`src/lst_pkg.sv`:
```
// ----------------------------------------------------------------------------
// lst_pkg: LCD scanline timer shared definitions
// Types and fixed constants for the scanline mode timer and its step logic.
// ----------------------------------------------------------------------------
package lst_pkg;

  localparam int DOT_W   = 9;
  localparam int LINE_W  = 8;
  localparam int CYC_W   = 6;
  localparam int EN_W    = 4;
  localparam int CFG_W   = 8;
  localparam int CFG_IDX_W = 2;

  // dots spent in OAM search and pixel transfer at the start of a line
  localparam int OAM_DOTS  = 80;
  localparam int XFER_DOTS = 172;

  // stat_en bit positions
  localparam int EN_HBLANK = 0;
  localparam int EN_VBLANK = 1;
  localparam int EN_OAM    = 2;
  localparam int EN_COINC  = 3;

  // configuration register indexes
  localparam logic [CFG_IDX_W-1:0] CFG_LCD_ON       = 2'd0;
  localparam logic [CFG_IDX_W-1:0] CFG_LINE_COMPARE = 2'd1;
  localparam logic [CFG_IDX_W-1:0] CFG_STAT_EN      = 2'd2;

  typedef enum logic [1:0] {
    MODE_HBLANK = 2'd0,
    MODE_VBLANK = 2'd1,
    MODE_OAM    = 2'd2,
    MODE_XFER   = 2'd3
  } lcd_mode_e;

  typedef struct packed {
    logic              lcd_on;
    logic [LINE_W-1:0] line_compare;
    logic [EN_W-1:0]   stat_en;
  } cfg_t;

  typedef struct packed {
    logic [DOT_W-1:0]  dots;
    logic [LINE_W-1:0] line;
    lcd_mode_e         mode;
    logic              coinc;
  } timer_t;

  typedef struct packed {
    logic [LINE_W-1:0] current_line;
    lcd_mode_e         lcd_mode;
    logic              coincidence;
    logic              vblank_irq;
    logic              stat_irq;
    logic              draw_line;
  } result_t;

endpackage

```
`src/lst_if.sv`:
```
// ----------------------------------------------------------------------------
// lst_if: LCD scanline timer channels
// Valid/ready channels for cycle-count words in and timing words out.
// ----------------------------------------------------------------------------
interface lst_in_if;
  logic                      valid;
  logic                      ready;
  logic [lst_pkg::CYC_W-1:0] machine_cycles;

  modport source (output valid, output machine_cycles, input ready);
  modport sink   (input valid, input machine_cycles, output ready);
endinterface

interface lst_out_if;
  logic                       valid;
  logic                       ready;
  logic [lst_pkg::LINE_W-1:0] current_line;
  logic [1:0]                 lcd_mode;
  logic                       coincidence;
  logic                       vblank_irq;
  logic                       stat_irq;
  logic                       draw_line;

  modport source (output valid, output current_line, output lcd_mode,
                  output coincidence, output vblank_irq, output stat_irq,
                  output draw_line, input ready);
  modport sink   (input valid, input current_line, input lcd_mode,
                  input coincidence, input vblank_irq, input stat_irq,
                  input draw_line, output ready);
endinterface

```
`src/lst_step.sv`:
```
// ----------------------------------------------------------------------------
// lst_step: one timing step
// Mode decode, STAT/coincidence, dot countdown and line advance for one word.
// ----------------------------------------------------------------------------
module lst_step #(
  parameter int LINE_DOTS     = 456,
  parameter int VISIBLE_LINES = 144,
  parameter int LAST_LINE     = 153
) (
  input  lst_pkg::cfg_t                   cfg_i,
  input  lst_pkg::timer_t                 state_i,
  input  logic [lst_pkg::CYC_W-1:0]       cycles_i,
  output lst_pkg::timer_t                 state_o,
  output lst_pkg::result_t                result_o
);

  localparam int OamBound  = LINE_DOTS - lst_pkg::OAM_DOTS;
  localparam int XferBound = OamBound - lst_pkg::XFER_DOTS;
  localparam int SW = lst_pkg::DOT_W + 2;
  localparam logic signed [SW-1:0] LineDotsS = SW'(LINE_DOTS);

  logic                            decoded;
  logic                            mode_en;
  lst_pkg::lcd_mode_e              mode_dec;
  logic                            coinc_hit;
  logic signed [SW-1:0]            diff;
  logic signed [SW-1:0]            reload;
  logic [lst_pkg::LINE_W:0]        nxt_line;

  // mode decode from the counter as it stands before this step
  always_comb begin
    decoded  = 1'b0;
    mode_en  = 1'b0;
    mode_dec = state_i.mode;
    if (state_i.line >= lst_pkg::LINE_W'(VISIBLE_LINES)) begin
      decoded  = 1'b1;
      mode_dec = lst_pkg::MODE_VBLANK;
      mode_en  = cfg_i.stat_en[lst_pkg::EN_VBLANK];
    end else if (int'(state_i.dots) < LINE_DOTS) begin
      decoded = 1'b1;
      if (int'(state_i.dots) >= OamBound) begin
        mode_dec = lst_pkg::MODE_OAM;
        mode_en  = cfg_i.stat_en[lst_pkg::EN_OAM];
      end else if (int'(state_i.dots) >= XferBound) begin
        mode_dec = lst_pkg::MODE_XFER;
      end else begin
        mode_dec = lst_pkg::MODE_HBLANK;
        mode_en  = cfg_i.stat_en[lst_pkg::EN_HBLANK];
      end
    end
  end

  assign coinc_hit = (state_i.line == cfg_i.line_compare);
  assign diff      = $signed({2'b00, state_i.dots}) - $signed({3'b000, cycles_i, 2'b00});
  assign reload    = diff + LineDotsS;
  assign nxt_line  = {1'b0, state_i.line} + 9'd1;

  always_comb begin
    state_o  = state_i;
    result_o = '0;
    if (!cfg_i.lcd_on) begin
      state_o.dots = lst_pkg::DOT_W'(LINE_DOTS);
      state_o.line = '0;
      state_o.mode = lst_pkg::MODE_VBLANK;
    end else begin
      if (decoded) begin
        state_o.mode = mode_dec;
        if (mode_en && (mode_dec != state_i.mode)) result_o.stat_irq = 1'b1;
      end
      state_o.coinc = coinc_hit;
      if (coinc_hit && cfg_i.stat_en[lst_pkg::EN_COINC]) result_o.stat_irq = 1'b1;

      if (diff <= 0) begin
        // line done: reload minus the overshoot, floor at zero
        state_o.dots = reload[SW-1] ? '0 : reload[lst_pkg::DOT_W-1:0];
        if (nxt_line == 9'(VISIBLE_LINES)) begin
          result_o.vblank_irq = 1'b1;
          state_o.line = nxt_line[lst_pkg::LINE_W-1:0];
        end else if (nxt_line > 9'(LAST_LINE)) begin
          result_o.draw_line = 1'b1;
          state_o.line = '0;
        end else begin
          result_o.draw_line = (nxt_line < 9'(VISIBLE_LINES));
          state_o.line = nxt_line[lst_pkg::LINE_W-1:0];
        end
      end else begin
        state_o.dots = diff[lst_pkg::DOT_W-1:0];
      end
    end
    result_o.current_line = state_o.line;
    result_o.lcd_mode     = state_o.mode;
    result_o.coincidence  = state_o.coinc;
  end

endmodule

```
`src/lcd_scanline_mode_timer_unit.sv`:
```
// ----------------------------------------------------------------------------
// lcd_scanline_mode_timer_unit: LCD scanline mode timer
// Tracks dots and lines per cycle-count word and reports mode and interrupts.
// ----------------------------------------------------------------------------
//  channel  dir  payload                                        handshake
//  in_i     in   machine_cycles                                 valid/ready
//  out_o    out  current_line, lcd_mode, coincidence,           valid/ready
//                vblank_irq, stat_irq, draw_line
//  cfg      in   cfg_idx_i, cfg_data_i                          cfg_we_i
//
//  One word per cycle sustained while out_o is not stalled; the path runs through the input
//  register, then the step logic into the result register together with the timer state.
//  Reset clears config and control; dot counter resets to LINE_DOTS.
//  A stalled output holds its word; the input register still takes one more.
// ----------------------------------------------------------------------------
module lcd_scanline_mode_timer_unit #(
  parameter int LINE_DOTS     = 456,
  parameter int VISIBLE_LINES = 144,
  parameter int LAST_LINE     = 153
) (
  input  logic                              clk_i,
  input  logic                              rst_ni,
  input  logic                              cfg_we_i,
  input  logic [lst_pkg::CFG_IDX_W-1:0]     cfg_idx_i,
  input  logic [lst_pkg::CFG_W-1:0]         cfg_data_i,
  lst_in_if.sink                            in_i,
  lst_out_if.source                         out_o
);

  lst_pkg::cfg_t                 cfg_q;
  lst_pkg::timer_t               state_q, state_d;
  lst_pkg::result_t              res_q, res_d;
  logic                          in_valid_q;
  logic [lst_pkg::CYC_W-1:0]     in_cyc_q;
  logic                          out_valid_q;
  logic                          advance;
  logic                          fire;

  assign advance  = !out_valid_q || out_o.ready;
  assign fire     = in_valid_q && advance;
  assign in_i.ready = !in_valid_q || advance;

  always_ff @(posedge clk_i or negedge rst_ni) begin
    if (!rst_ni) begin
      cfg_q <= '0;
    end else if (cfg_we_i) begin
      unique case (cfg_idx_i)
        lst_pkg::CFG_LCD_ON:       cfg_q.lcd_on       <= cfg_data_i[0];
        lst_pkg::CFG_LINE_COMPARE: cfg_q.line_compare <= cfg_data_i;
        lst_pkg::CFG_STAT_EN:      cfg_q.stat_en      <= cfg_data_i[lst_pkg::EN_W-1:0];
        default: ;
      endcase
    end
  end

  lst_step #(
    .LINE_DOTS     (LINE_DOTS),
    .VISIBLE_LINES (VISIBLE_LINES),
    .LAST_LINE     (LAST_LINE)
  ) u_step (
    .cfg_i    (cfg_q),
    .state_i  (state_q),
    .cycles_i (in_cyc_q),
    .state_o  (state_d),
    .result_o (res_d)
  );

  always_ff @(posedge clk_i or negedge rst_ni) begin
    if (!rst_ni) begin
      in_valid_q    <= 1'b0;
      out_valid_q   <= 1'b0;
      state_q.dots  <= lst_pkg::DOT_W'(LINE_DOTS);
      state_q.line  <= '0;
      state_q.mode  <= lst_pkg::MODE_HBLANK;
      state_q.coinc <= 1'b0;
    end else begin
      if (in_i.ready) in_valid_q <= in_i.valid;
      if (advance) out_valid_q <= in_valid_q;
      if (fire) state_q <= state_d;
    end
  end

  always_ff @(posedge clk_i) begin
    if (in_i.valid && in_i.ready) in_cyc_q <= in_i.machine_cycles;
    if (fire) res_q <= res_d;
  end

  assign out_o.valid        = out_valid_q;
  assign out_o.current_line = res_q.current_line;
  assign out_o.lcd_mode     = res_q.lcd_mode;
  assign out_o.coincidence  = res_q.coincidence;
  assign out_o.vblank_irq   = res_q.vblank_irq;
  assign out_o.stat_irq     = res_q.stat_irq;
  assign out_o.draw_line    = res_q.draw_line;

  // display off forces line 0, vblank mode, quiet interrupts
  a_lcd_off: assert property (@(posedge clk_i) disable iff (!rst_ni)
    fire && !cfg_q.lcd_on |=> res_q.current_line == '0 &&
      res_q.lcd_mode == lst_pkg::MODE_VBLANK && !res_q.stat_irq &&
      !res_q.vblank_irq && !res_q.draw_line)
    else $error("display-off word not forced");

  a_dots_range: assert property (@(posedge clk_i) disable iff (!rst_ni)
    int'(state_q.dots) <= LINE_DOTS)
    else $error("dot counter above line length");

  a_irq_excl: assert property (@(posedge clk_i) disable iff (!rst_ni)
    out_valid_q |-> !(res_q.vblank_irq && res_q.draw_line))
    else $error("vblank and draw in the same word");

  a_res_track: assert property (@(posedge clk_i) disable iff (!rst_ni)
    out_valid_q |-> res_q.current_line == state_q.line &&
      res_q.lcd_mode == state_q.mode && res_q.coincidence == state_q.coinc)
    else $error("result word out of step with timer state");

  a_in_hold: assert property (@(posedge clk_i) disable iff (!rst_ni)
    in_valid_q && !advance |=> in_valid_q && $stable(in_cyc_q))
    else $error("pending input word lost");

endmodule
```
`src/flat_wrapper.sv`:
```
// flat-port wrapper written by rule: the top's interface ports become plain ports
module lcd_scanline_mode_timer_unit_flat 
#(
  parameter int LINE_DOTS     = 456,
  parameter int VISIBLE_LINES = 144,
  parameter int LAST_LINE     = 153
)
  (clk_i, rst_ni, cfg_we_i, cfg_idx_i, cfg_data_i, in_i_valid, in_i_machine_cycles, in_i_ready, out_o_valid, out_o_current_line, out_o_lcd_mode, out_o_coincidence, out_o_vblank_irq, out_o_stat_irq, out_o_draw_line, out_o_ready);
  lst_in_if in_i_i ();
  lst_out_if out_o_i ();
  input  logic clk_i;
  input  logic rst_ni;
  input  logic cfg_we_i;
  input  logic [lst_pkg::CFG_IDX_W-1:0] cfg_idx_i;
  input  logic [lst_pkg::CFG_W-1:0] cfg_data_i;
  input wire logic [$bits(in_i_i.valid)-1:0] in_i_valid;
  input wire logic [$bits(in_i_i.machine_cycles)-1:0] in_i_machine_cycles;
  output wire logic [$bits(in_i_i.ready)-1:0] in_i_ready;
  output wire logic [$bits(out_o_i.valid)-1:0] out_o_valid;
  output wire logic [$bits(out_o_i.current_line)-1:0] out_o_current_line;
  output wire logic [$bits(out_o_i.lcd_mode)-1:0] out_o_lcd_mode;
  output wire logic [$bits(out_o_i.coincidence)-1:0] out_o_coincidence;
  output wire logic [$bits(out_o_i.vblank_irq)-1:0] out_o_vblank_irq;
  output wire logic [$bits(out_o_i.stat_irq)-1:0] out_o_stat_irq;
  output wire logic [$bits(out_o_i.draw_line)-1:0] out_o_draw_line;
  input wire logic [$bits(out_o_i.ready)-1:0] out_o_ready;
  assign in_i_i.valid = in_i_valid;
  assign in_i_i.machine_cycles = in_i_machine_cycles;
  assign in_i_ready = in_i_i.ready;
  assign out_o_valid = out_o_i.valid;
  assign out_o_current_line = out_o_i.current_line;
  assign out_o_lcd_mode = out_o_i.lcd_mode;
  assign out_o_coincidence = out_o_i.coincidence;
  assign out_o_vblank_irq = out_o_i.vblank_irq;
  assign out_o_stat_irq = out_o_i.stat_irq;
  assign out_o_draw_line = out_o_i.draw_line;
  assign out_o_i.ready = out_o_ready;
  lcd_scanline_mode_timer_unit #(.LINE_DOTS(LINE_DOTS), .VISIBLE_LINES(VISIBLE_LINES), .LAST_LINE(LAST_LINE)) u_core (.clk_i(clk_i), .rst_ni(rst_ni), .cfg_we_i(cfg_we_i), .cfg_idx_i(cfg_idx_i), .cfg_data_i(cfg_data_i), .in_i(in_i_i), .out_o(out_o_i));
endmodule
```
`config.mk`:
```
export PLATFORM = sky130hd
export DESIGN_NAME = lcd_scanline_mode_timer_unit_flat
export DESIGN_NICKNAME = d
export VERILOG_FILES = /design/src/lst_pkg.sv /design/src/lst_if.sv /design/src/lst_step.sv /design/src/lcd_scanline_mode_timer_unit.sv /design/src/flat_wrapper.sv
export SDC_FILE = /design/constraint.sdc
export NUM_CORES = 1
export LEC_CHECK = 0
export ABC_AREA = 1
export BUFFER_PORTS_ARGS = -buffer_cell sky130_fd_sc_hd__buf_4
export CORE_ASPECT_RATIO = 0.8
export CORE_MARGIN = 1
export CORE_UTILIZATION = 59
export DETAILED_ROUTE_END_ITERATION = 6
export PLACE_DENSITY = 0.8
export RECOVER_POWER = 100
export SETUP_SLACK_MARGIN = 0.1
export SYNTH_ARGS = -nofsm -noshare
export SYNTH_HDL_FRONTEND = slang
export SYNTH_SLANG_ARGS = --single-unit
export TNS_END_PERCENT = 1
```
`constraint.sdc`:
```
create_clock -name clk_i -period 2.5 [get_ports clk_i]
set_input_delay 0 -clock clk_i [delete_from_list [all_inputs] [get_ports clk_i]]
set_output_delay 0 -clock clk_i [all_outputs]
set_load 0.01 [all_outputs]
```
==> flow_metrics.env <==
export IMPL_crit_type="flop to flop"
export IMPL_drv_slew=34
export IMPL_place_area_um2=3538
export IMPL_final_util_pct=75.82
export IMPL_synthCells=423
export IMPL_die_w_um=84.35
export IMPL_synth_cell_area_um2=3201
export IMPL_crit_buf_inv=4
export IMPL_grt_usage_pct=29.85
export IMPL_grt_max_degree=34
export IMPL_cp_common_cell="nand3_2"
export IMPL_gr_total_overflow=0
export IMPL_layout_min_cycle_time_ps=2349
export IMPL_arrival_ps=2430
export IMPL_firstDrtPassIters=6
export IMPL_rsz0062_at_grt="no"
export IMPL_final_common_cell="nand2_1"
export IMPL_num_nets_final=519
export IMPL_drive_gt1_share_pct=16.56
export IMPL_initial_core_util_pct=62.48
export IMPL_synth_cell_types=33
export IMPL_violations="design-rule violations, max-capacitance violations, max-slew violations"
export IMPL_seqPwrFrac_pct=34.2
export IMPL_place_gp_congestion=0.9513
export IMPL_crit_family="simple AND/OR/NAND/NOR gates"
export IMPL_status="finished with violations"
export IMPL_antenna_found_initial=0
export IMPL_final_cell_mix="nand2_1, inv_1, nand3_1"
export IMPL_worstReg2RegStart="u_core.state_q[13]"
export IMPL_combPwrFrac_pct=49.1
export IMPL_switching_share_pct=42.04
export IMPL_ctsLongestPathBuffers=2
export IMPL_clock_latency_ps=320
export IMPL_powerDensity_nw_per_um2=946.2
export IMPL_dieArea_um2=5725
export IMPL_grt_pass1_vias=2863
export IMPL_startpoint="u_core.state_q[13]"
export IMPL_clock_sinks=53
export IMPL_area_growth_pct=21.34
export IMPL_hold_class="input pin to flop"
export IMPL_yosysWarnings=0
export IMPL_syn_nets=454
export IMPL_grt_pass1_wl_um=13050
export IMPL_path_cells="inv_1 -> ha_1 -> inv_2 -> fa_2 -> nand3_2 -> nand3_2 -> nand2_1 -> nand2_2 -> nand4_4 -> nand2_4 -> buf_6 -> buf_4 -> o21ai_2 -> nor2_1"
export IMPL_worstSetupStartpointType="flop"
export IMPL_critPathCaptureType="flop"
export IMPL_worst_ep_required_time_ps=2580
export IMPL_ir_drop_v=0.0006168
export IMPL_synth_avg_cell_area_um2=7.566
export IMPL_p_leak_nw=1.935
export IMPL_io_pins=37
export IMPL_ant_nets=0
export IMPL_critPathSlowestCell="dfrtp_1"
export IMPL_worstMarginPinSlew_ps=1840
export IMPL_intPower_mw=2.130
export IMPL_post_route_drc_count=4
export IMPL_setup_viol=0
export IMPL_ctsRootBufferMaster="clkbuf_8"
export IMPL_via_per_inst=5.414
export IMPL_fmax_ghz=0.4258
export IMPL_num_rows=23
export IMPL_die_h_um=67.88
export IMPL_n_antenna_cell=0
export IMPL_yosysSeqAreaShare_pct=44.72
export IMPL_coreArea_um2=5122
export IMPL_drt_wirelength_per_cell_um=14.18
export IMPL_slew_headroom_pct=-22.65
export IMPL_synth_seq_cells=53
export IMPL_fin_worst_skew_ps=7.310
export IMPL_cap_violations=1
export IMPL_io_buffers=36
export IMPL_drtIter0Drc=258
export IMPL_cts_buffers=5
export IMPL_finalWirelength_um=7812
export IMPL_final_area_um2=3884
export IMPL_htreeDepth=2
export IMPL_tritoncts="yes"
export IMPL_p_clk_share_pct=16.7
export IMPL_hold_viol_final=0
export IMPL_period_share_pct=93.95
export IMPL_path_clk_slew_ps=100
export IMPL_worstHoldStart="cfg_idx_i[0]"
export IMPL_dp_hpwl_um=5471
export IMPL_setup_tns_final_ps=0
export IMPL_vias=2983
export IMPL_crit_path_max_incr_delay_ps=400
export IMPL_switchingPower_mw=1.545
export IMPL_cp_max_fo=8
==> stage by stage <==
| stage | power [mW] | setup slack (ps) | std cells | hold WS, ps |
|---|---|---|---|---|
| after CTS | 3.497 | 110.8 | 542 | 13.31 |
| after floorplan | 2.401 | 188.4 | 423 | -295.6 |
| after detailed placement | 2.852 | 130.2 | 517 | -32.45 |
| final | 3.675 | 151.2 | 551 | 25.34 |
| after global placement | 2.774 | 209.1 | 517 | -29.22 |
| after global routing | 3.959 | 37.03 | 551 | 56.23 |
==> synth_stat cells, drive strengths merged <==
| cell type | instances | share of area, % |
|---|---|---|
| ha | 9 | 3.5 |
| a21oi | 12 | 1.9 |
| nand3 | 37 | 5.8 |
| edfxtp | 20 | 19 |
| or2 | 9 | 1.8 |
| a31oi | 1 | 0.20 |
| xnor2 | 2 | 0.78 |
| nor4 | 1 | 0.39 |
| o21ai | 22 | 3.4 |
| dfrtp | 29 | 23 |
| nor2 | 28 | 3.5 |
| inv | 64 | 7.5 |
| buf | 5 | 1.1 |
| nor3 | 2 | 0.31 |
| nand2 | 147 | 18 |
| clkbuf | 5 | 0.59 |
| xor2 | 2 | 0.55 |
| mux2 | 4 | 1.4 |
| nand4 | 14 | 2.9 |
| a221oi | 2 | 0.55 |
| o22ai | 2 | 0.39 |
| dfstp | 4 | 3.3 |
| o21bai | 1 | 0.23 |
| fa | 1 | 0.63 |
==> worst paths after layout <==
check | to | slack (ps) | cells past startpoint
worst min register to register | u_core.state_q[0] | 500 | 2
worst max register to register | u_core.out_o.current_line[7] | 150 | 14
max in group asynchronous | u_core.state_q[16] | 730 | 2
min in group asynchronous | u_core.state_q[7] | 720 | 2
worst min-delay path | u_core.cfg_q[12] | 30 | 4
worst max-delay path | u_core.out_o.current_line[7] | 150 | 14
==> power by group through the flow <==
stage,clock [mW],combinational [mW],sequential [mW]
floorplan,0,1.16,1.24
global placement,0,1.51,1.27
detailed placement,0,1.58,1.27
CTS,0.622,1.62,1.25
global route,0.661,2.02,1.28
finish,0.614,1.80,1.26
==> final cells by class <==
| type | count | area (µm²) |
|---|---|---|
| flip-flops and latches | 53 | 1431 |
| multi-input cells | 296 | 1516 |
| repair buffers | 68 | 499.2 |
| inverters | 64 | 240.2 |
| fillers | 392 | 1239 |
| clock buffers | 5 | 68.82 |
| well taps | 62 | 77.57 |
| clock inverters | 3 | 50.05 |
==> cell families (layout without fill, tap and decap cells) <==
| logic type | Yosys count | in the layout | share of synthesized area [%] |
|---|---|---|---|
| AO/OA/AOI/OAI | 40 | 40 | 6.685 |
| flip-flops | 53 | 53 | 44.72 |
| AND/OR/NAND/NOR | 238 | 238 | 32.49 |
| adder cells (fa/ha/maj) | 10 | 10 | 4.144 |
| XOR/XNOR | 4 | 4 | 1.329 |
| buffers and inverters | 74 | 140 | 9.226 |
| multiplexers | 4 | 4 | 1.407 |
==> sequential cells by signal, indices dropped and copies added, names as in the netlist <==
| name | count |
|---|---|
| u_core.out_o.current_line | 8 |
| u_core.in_cyc_q | 6 |
| u_core.out_o.stat_irq | 1 |
| u_core.in_valid_q | 1 |
| u_core.out_o.valid | 1 |
| u_core.cfg_q | 13 |
| u_core.out_o.lcd_mode | 2 |
| u_core.out_o.draw_line | 1 |
| u_core.state_q | 18 |
| u_core.out_o.vblank_irq | 1 |
| u_core.out_o.coincidence | 1 |
==> metal layers <==
layer  wire length [µm]  global-route usage, %  share of wire, %
met2               3581                  50.10                46
met4                176                  12.50               2.3
met3                446                  5.790               5.7
met1               3607                  38.98                46
met5                  0                      0                 0
==> worst reg2reg max path, cell delays in order, from the launching register on <==
cell and delay (ps):
dfrtp_1 400, inv_1 80, ha_1 160, inv_2 60, fa_2 400, nand3_2 100
nand3_2 60, nand2_1 90, nand2_2 90, nand4_4 120, nand2_4 70, buf_6 140
buf_4 130, o21ai_2 150, nor2_1 60
==> what timing repair did <==
item	CTS	global route
endpoints found under the setup margin	0	24
resized for setup	0	16
hold buffers	17	0
endpoints found under the hold margin	54	0
setup buffers	0	9
No activity file was read; power rests on OpenSTA's default activity.
